`config.mk`:
```
export PLATFORM = sky130hd
export DESIGN_NAME = d2q9_div
export DESIGN_NICKNAME = d
export VERILOG_FILES = /design/src/hw/rtl/d2q9_pkg.sv /design/src/hw/rtl/d2q9_div.sv
export SDC_FILE = /design/constraint.sdc
export NUM_CORES = 2
export LEC_CHECK = 0
export ABC_CLOCK_PERIOD_IN_PS = 6600
export BUFFER_PORTS_ARGS = -buffer_cell sky130_fd_sc_hd__clkbuf_2
export CAP_MARGIN = 0
export CORE_MARGIN = 5
export CORE_UTILIZATION = 49
export CTS_CLUSTER_DIAMETER = 30
export DETAILED_ROUTE_END_ITERATION = 12
export PLACE_DENSITY_LB_ADDON = 0.2
export RECOVER_POWER = 25
export SYNTH_ARGS = -nofsm -noshare
export SYNTH_HDL_FRONTEND = slang
export SYNTH_SLANG_ARGS = --single-unit
```
`constraint.sdc`:
```
create_clock -name clk -period 6.6 [get_ports clk]
set_clock_uncertainty 0.1 [all_clocks]
set_input_delay 0.66 -clock clk [delete_from_list [all_inputs] [get_ports clk]]
set_output_delay 0.66 -clock clk [all_outputs]
set_load 0.05 [all_outputs]
```
`src/hw/rtl/d2q9_pkg.sv`:
```
// ----------------------------------------------------------------------------
// d2q9 collision package
// Shared widths, lattice tables, register codes and fixed-point helpers.
// ----------------------------------------------------------------------------
package d2q9_pkg;

    localparam int FRAC_BITS = 28;
    localparam int DATA_W    = 32;
    localparam int NDIR      = 9;
    localparam int SUM_W     = DATA_W + 4;
    localparam int MAG_W     = DATA_W + 3;
    localparam int Q_BITS    = DATA_W - 1;
    localparam int DIV_LAT   = Q_BITS + 1;
    localparam int DVD_W     = MAG_W + FRAC_BITS;
    localparam int CMP_W     = MAG_W + FRAC_BITS + DATA_W;
    localparam int LANE_LAT  = 6;
    localparam int PIPE_LEN  = 2 + DIV_LAT + 1 + LANE_LAT + 1;
    localparam int SAT_W     = 80;
    localparam int T2_W      = DATA_W + 2;
    localparam int SQ_W      = 2 * DATA_W - FRAC_BITS;
    localparam int POLY_W    = SQ_W + 6;
    localparam int RP_W      = 2 * DATA_W;
    localparam int RECIP_SH  = 35;
    localparam int PR_W      = DATA_W + 33;

    localparam int RATE_W    = 30;
    localparam int REFD_W    = 31;
    localparam int CFG_W     = 31;
    localparam int CFG_IDX_W = 1;

    localparam logic [CFG_IDX_W-1:0] REG_RELAX_RATE  = 1'd0;
    localparam logic [CFG_IDX_W-1:0] REG_REF_DENSITY = 1'd1;

    localparam logic [RATE_W-1:0] RELAX_RATE_RST  = RATE_W'(1) << FRAC_BITS;
    localparam logic [REFD_W-1:0] REF_DENSITY_RST = REFD_W'(1) << FRAC_BITS;

    // round(2^35 / 9)
    localparam logic [32:0] RECIP9 = 33'd3817748708;

    typedef logic signed [DATA_W-1:0] data_t;
    typedef data_t pop_t [NDIR];

    localparam data_t DATA_MAX = {1'b0, {(DATA_W-1){1'b1}}};
    localparam data_t DATA_MIN = {1'b1, {(DATA_W-1){1'b0}}};

    typedef enum logic [1:0] {
        W_REST,
        W_AXIS,
        W_DIAG
    } wclass_t;

    localparam logic signed [1:0] DIR_X [NDIR] =
        '{2'sd0, 2'sd1, 2'sd0, -2'sd1, 2'sd0, 2'sd1, -2'sd1, -2'sd1, 2'sd1};
    localparam logic signed [1:0] DIR_Y [NDIR] =
        '{2'sd0, 2'sd0, 2'sd1, 2'sd0, -2'sd1, 2'sd1, 2'sd1, -2'sd1, -2'sd1};
    localparam wclass_t WCLASS [NDIR] =
        '{W_REST, W_AXIS, W_AXIS, W_AXIS, W_AXIS, W_DIAG, W_DIAG, W_DIAG, W_DIAG};

    typedef struct packed {
        logic signed [DATA_W-1:0] q;
        logic [3:0]               r;
    } div9_t;

    function automatic data_t sat_data(input logic signed [SAT_W-1:0] x);
        data_t y;
        if (x > SAT_W'(DATA_MAX))
            y = DATA_MAX;
        else if (x < SAT_W'(DATA_MIN))
            y = DATA_MIN;
        else
            y = DATA_W'(x);
        return y;
    endfunction

    // fix a reciprocal estimate of floor(y / 9) that is off by at most one
    function automatic div9_t div9_fix(input data_t y, input data_t q_est);
        logic signed [DATA_W+4:0] r_raw;
        div9_t d;
        r_raw = (DATA_W+5)'(y)
              - (((DATA_W+5)'(q_est) <<< 3) + (DATA_W+5)'(q_est));
        if (r_raw < 0)
        begin
            d.q = q_est - DATA_W'(1);
            d.r = 4'(r_raw + 9);
        end
        else if (r_raw >= 9)
        begin
            d.q = q_est + DATA_W'(1);
            d.r = 4'(r_raw - 9);
        end
        else
        begin
            d.q = q_est;
            d.r = 4'(r_raw);
        end
        return d;
    endfunction

    // floor(4 r / 9) for a remainder below nine
    function automatic logic [1:0] frac49(input logic [3:0] r);
        logic [1:0] y;
        case (r) inside
            [4'd0:4'd2]: y = 2'd0;
            [4'd3:4'd4]: y = 2'd1;
            [4'd5:4'd6]: y = 2'd2;
            default:     y = 2'd3;
        endcase
        return y;
    endfunction

endpackage

```
`src/hw/rtl/d2q9_div.sv`:
```
// ----------------------------------------------------------------------------
// d2q9 velocity divider
// Pipelined restoring divider, one quotient bit per stage, saturating.
// ----------------------------------------------------------------------------
module d2q9_div (
    input  logic                             clk,
    input  logic                             en,
    input  logic signed [d2q9_pkg::SUM_W-1:0] num,
    input  logic signed [d2q9_pkg::DATA_W-1:0] den,
    output logic signed [d2q9_pkg::DATA_W-1:0] quo
);
    import d2q9_pkg::*;

    logic [MAG_W-1:0]  mag;
    logic [DVD_W-1:0]  dvd;
    logic [Q_BITS-1:0] den_mag;
    logic              neg;
    logic              zero;
    logic              ovf;

    logic [Q_BITS-1:0] rem_reg  [Q_BITS+1];
    logic [Q_BITS-1:0] q_reg    [Q_BITS+1];
    logic [Q_BITS-1:0] low_reg  [Q_BITS+1];
    logic [Q_BITS-1:0] den_reg  [Q_BITS+1];
    logic              neg_reg  [Q_BITS+1];
    logic              ovf_reg  [Q_BITS+1];
    logic              zero_reg [Q_BITS+1];

    assign neg     = num[SUM_W-1];
    assign mag     = neg ? MAG_W'(-num) : MAG_W'(num);
    assign den_mag = den[Q_BITS-1:0];
    assign zero    = den[DATA_W-1] || (den == '0);
    assign dvd     = DVD_W'(mag) << FRAC_BITS;
    assign ovf     = (CMP_W'(mag) << FRAC_BITS) >= (CMP_W'(den_mag) << Q_BITS);

    always_ff @(posedge clk)
    begin
        if (en)
        begin
            rem_reg[0]  <= Q_BITS'(dvd >> Q_BITS);
            q_reg[0]    <= '0;
            low_reg[0]  <= dvd[Q_BITS-1:0];
            den_reg[0]  <= den_mag;
            neg_reg[0]  <= neg;
            ovf_reg[0]  <= ovf;
            zero_reg[0] <= zero;
        end
    end

    for (genvar s = 1; s <= Q_BITS; s++)
    begin : g_step
        logic [Q_BITS:0]   trial;
        logic              ge;
        logic [Q_BITS-1:0] rem_next;

        assign trial    = {rem_reg[s-1], low_reg[s-1][Q_BITS-s]};
        assign ge       = trial >= {1'b0, den_reg[s-1]};
        assign rem_next = ge ? Q_BITS'(trial - {1'b0, den_reg[s-1]}) : Q_BITS'(trial);

        always_ff @(posedge clk)
        begin
            if (en)
            begin
                rem_reg[s]  <= rem_next;
                q_reg[s]    <= {q_reg[s-1][Q_BITS-2:0], ge};
                low_reg[s]  <= low_reg[s-1];
                den_reg[s]  <= den_reg[s-1];
                neg_reg[s]  <= neg_reg[s-1];
                ovf_reg[s]  <= ovf_reg[s-1];
                zero_reg[s] <= zero_reg[s-1];
            end
        end
    end

    always_comb
    begin
        if (zero_reg[Q_BITS])
            quo = '0;
        else if (ovf_reg[Q_BITS])
            quo = neg_reg[Q_BITS] ? DATA_MIN : DATA_MAX;
        else if (neg_reg[Q_BITS])
            quo = -$signed({1'b0, q_reg[Q_BITS]});
        else
            quo = $signed({1'b0, q_reg[Q_BITS]});
    end

endmodule

```
==> impl_metrics.sql <==
INSERT INTO impl_metrics (metric_group, metric, value, unit) VALUES
('logic_synthesis', 'main_area_contributors_after_synthesis', 'sky130_fd_sc_hd__edfxtp_1, sky130_fd_sc_hd__ha_1, sky130_fd_sc_hd__inv_1', ''),
('setup_path', 'cpLargestDelayFamily', 'simple AND/OR/NAND/NOR gates', ''),
('clocking', 'h-tree-depth', '6', ''),
('floorplan', 'floorplan.initialDensity', '0.491', ''),
('setup_path', 'worst_setup_path_end_kind', 'output pin', ''),
('floorplan', 'row_count', '194', ''),
('setup_path', 'cp_data_arrival_time', '4490', 'ps'),
('place', 'postPlaceCellArea', '142000', 'um2'),
('outcome', 'violations', 'max-capacitance violations, max-slew violations', ''),
('logic_synthesis', 'synth_flop_cell', 'sky130_fd_sc_hd__edfxtp_1', ''),
('sta', 'maxSlewViolCount', '131', ''),
('power', 'vdd_drop_max', '0.326', 'mV'),
('power', 'clockPowerShare', '0.313', ''),
('logic_synthesis', 'synth_edf_count', '2520', ''),
('sta', 'timing.final.hold_violations', '0', ''),
('drt', 'antenna_left', '0', ''),
('sta', 'maxClockFrequency', '0.190', 'GHz'),
('setup_path', 'timing.reg2reg.setup_slack', '1640', 'ps'),
('logic_synthesis', 'yosys_warning_count', '0', ''),
('drt', 'drc', '0', ''),
('drt', 'detail_route.iter0.violations', '7641', ''),
('clocking', 'path_clk_slew', '50', 'ps'),
('hold_path', 'min_path_cells', '2', ''),
('place', 'pre_cts_ws', '1860', 'ps'),
('hold_path', 'min-delay-path-class', 'in -> reg', ''),
('clocking', 'insertion_delay', '1000', 'ps'),
('drt', 'detailroute.via_count', '92500', ''),
('sta', 'setup_total_negative_slack', '0', 'ps'),
('logic_synthesis', 'synth-seq-cells', '2520', ''),
('setup_path', 'cp-startpoint', 'q_reg[7][99]', ''),
('power', 'p_int', '56.2', 'mW'),
('setup_path', 'timing.critical_path.mode_cell', 'sky130_fd_sc_hd__nand2_1', ''),
('power', 'share_seq_of_total_power', '0.302', ''),
('logic_synthesis', 'synth_nets', '13000', ''),
('final_layout', 'nNetsFinal', '13500', ''),
('global_route', 'grt.overflow.total', '0', ''),
('final_layout', 'ratio_of_cells_with_drive_above_1_in_the_final_layout', '0.106', ''),
('logic_synthesis', 'synthArstFlopShare', '0', ''),
('final_layout', 'layout.core_utilization', '0.578', ''),
('outcome', 'outcome', 'complete, but fails checks', ''),
('setup_path', 'crit_path_cell_trace', 'or4_4 > or3_4 > nor4_4 > nand2_1 > or3_1 > nor4_2 > nand2_1 > o21ai_1 > nand2_1 > a21oi_1 > clkbuf_2', ''),
('final_layout', 'area_growth_syn_to_layout', '17.8', '%'),
('final_layout', 'fill_cells', '22700', ''),
('clocking', 'cts_inserted_buffers', '542', ''),
('logic_synthesis', 'netlist-cell-type-count', '108', ''),
('drt', 'wire_per_inst', '19.0', 'um'),
('place', 'dp.final_hpwl', '227000', 'um'),
('final_layout', 'stdcell_area', '161000', 'um2'),
('sta', 'post-route-min-period', '5250', 'ps'),
('flow_run', 'maxCapViolCount', '2', ''),
('logic_synthesis', 'synthCells', '11900', ''),
('floorplan', 'die_area', '290000', 'um2'),
('global_route', 'number_of_antenna_violations_at_the_first_check_in_global_routing', '12', ''),
('sta', 'slack_of_the_critical_path', '1350', 'ps'),
('drt', 'detail_routed_via_count_per_cell', '5.58', ''),
('floorplan', 'die_x', '538', 'um'),
('hold_path', 'min_from', 'num[31]', ''),
('sta', 'slew-limit-headroom', '-1.65', ''),
('setup_path', 'timing.critical_path.fanout_max', '7', ''),
('sta', 'rsz0062_at_grt', 'false', ''),
('logic_synthesis', 'yosysMostFrequentCell', 'sky130_fd_sc_hd__edfxtp_1', ''),
('logic_synthesis', 'synth_seq_area_share', '0.553', ''),
('setup_path', 'path_buf_inv', '1', ''),
('logic_synthesis', 'synthDominantAreaCellType', 'sky130_fd_sc_hd__edfxtp_1', ''),
('logic_synthesis', 'syn_avg_cell_area', '11.5', 'um2'),
('global_route', 'grt_pass1_wl', '494000', 'um'),
('setup_path', 'rr_worst_depth', '12', ''),
('floorplan', 'die_height', '538', 'um'),
('setup_path', 'r2r-end', 'rem_reg[28][5]', ''),
('floorplan', 'io_pins', '102', ''),
('clocking', 'cts.root.buffer_cell', 'sky130_fd_sc_hd__clkbuf_16', '');
-- per-layer routing --
metal / vias to the layer above / track usage / share of wire
met5: - / 0 / 0
met3: 536 / 0.0350 / 0.059
met4: 0 / 0.0586 / 0.023
met2: 2595 / 0.339 / 0.47
met1: 44600 / 0.290 / 0.45
li1: 44700 / - / -
-- area by class of cell --
class | instances | area (um2) | share of cell area
inverters | 1248 | 4680 | 0.0291
well taps | 3724 | 4660 | 0.0289
multi-input cells | 7851 | 55500 | 0.344
flip-flops and latches | 2520 | 75700 | 0.470
clock buffers | 603 | 13900 | 0.0862
diodes | 3 | 7.51 | 0.0000466
repair buffers | 238 | 1800 | 0.0112
clock inverters | 390 | 4950 | 0.0307
-- logic make-up after synthesis --
| logic type | after synthesis | synth area share |
|---|---|---|
| buf+inv | 1505 | 0.0423 |
| flops | 2520 | 0.553 |
| compound gates | 3053 | 0.139 |
| mux | 297 | 0.0244 |
| xor+xnor | 830 | 0.0532 |
| fa+ha+maj | 1023 | 0.0952 |
| simple gates | 2648 | 0.0923 |
-- worst register-to-register path, stage by stage (launching register included) --
cell and delay, ps:
sky130_fd_sc_hd__edfxtp_1 390, sky130_fd_sc_hd__ha_1 380, sky130_fd_sc_hd__and3_1 240, sky130_fd_sc_hd__nand2_1 90, sky130_fd_sc_hd__nor3_1 700, sky130_fd_sc_hd__o311ai_1 430, sky130_fd_sc_hd__and3_1 310, sky130_fd_sc_hd__o21ai_1 190
sky130_fd_sc_hd__a221oi_1 180, sky130_fd_sc_hd__o21ai_1 210, sky130_fd_sc_hd__a41o_2 700, sky130_fd_sc_hd__buf_4 390, sky130_fd_sc_hd__mux2_2 360
-- power by group through the flow --
stage	registers [mW]	logic [mW]	clock network, mW
3_5_place_dp	26.7	32.9	0
5_1_grt	26.7	37.3	28.8
2_1_floorplan	25.3	25.7	0
3_3_place_gp	26.7	32.2	0
6_report	26.4	33.6	27.3
4_1_cts	26.5	33.3	27.9
-- worst max-delay path by stage --
stage	end	slack [ps]	cells past startpoint
finish	quo[30]	1350	11
global route	quo[30]	1000	11
CTS	quo[30]	1290	11
detailed placement	rem_reg[28][5]	1860	12
global placement	ovf_reg[0][0]	1840	17
floorplan	quo[30]	2460	10
-- cells in the final DEF (no fill, tap or decap), types with 36 or more instances in the layout --
cell type / Yosys / layout
sky130_fd_sc_hd__xor2_1: 367 / 367
sky130_fd_sc_hd__nor2_1: 657 / 656
sky130_fd_sc_hd__bufinv_16: 0 / 68
sky130_fd_sc_hd__o22a_1: 36 / 36
sky130_fd_sc_hd__a21oi_1: 849 / 848
sky130_fd_sc_hd__clkbuf_2: 0 / 68
sky130_fd_sc_hd__xnor2_1: 463 / 463
sky130_fd_sc_hd__nor3_1: 135 / 135
sky130_fd_sc_hd__inv_1: 1244 / 1244
sky130_fd_sc_hd__clkinv_2: 0 / 73
sky130_fd_sc_hd__o21bai_1: 120 / 120
sky130_fd_sc_hd__o31ai_1: 78 / 78
sky130_fd_sc_hd__nand2_1: 889 / 889
sky130_fd_sc_hd__nand2b_1: 175 / 175
sky130_fd_sc_hd__dlygate4sd3_1: 0 / 64
sky130_fd_sc_hd__nand4_1: 156 / 156
sky130_fd_sc_hd__a211oi_1: 68 / 68
sky130_fd_sc_hd__clkbuf_16: 0 / 547
sky130_fd_sc_hd__nor2b_1: 165 / 165
sky130_fd_sc_hd__clkinvlp_4: 0 / 61
sky130_fd_sc_hd__buf_4: 4 / 61
sky130_fd_sc_hd__a31oi_1: 76 / 76
sky130_fd_sc_hd__clkinv_1: 1 / 64
sky130_fd_sc_hd__a21o_1: 459 / 459
sky130_fd_sc_hd__mux2_2: 249 / 249
sky130_fd_sc_hd__or3_1: 60 / 60
sky130_fd_sc_hd__and3_1: 66 / 66
sky130_fd_sc_hd__o21ai_0: 847 / 847
sky130_fd_sc_hd__clkbuf_1: 186 / 89
sky130_fd_sc_hd__o21a_1: 131 / 130
sky130_fd_sc_hd__edfxtp_1: 2520 / 2520
sky130_fd_sc_hd__nor4_1: 44 / 44
sky130_fd_sc_hd__ha_1: 993 / 993
sky130_fd_sc_hd__inv_6: 0 / 44
sky130_fd_sc_hd__nand3_1: 135 / 134
sky130_fd_sc_hd__o21ai_1: 45 / 43
-- what timing repair did --
| action | in CTS | in global routing |
|---|---|---|
| hold buffers | 64 | 0 |
| endpoints found under the hold margin | 64 | 0 |
| gates resized for setup | 0 | 0 |
-- metrics by stage --
stage,hold WS [ps],cells
6_report,71.6,16600
5_1_grt,68.2,16600
4_1_cts,9.60,16600
3_5_place_dp,305,15500
3_3_place_gp,301,15500
2_1_floorplan,300,11900
No activity file was read; power rests on OpenSTA's default activity.
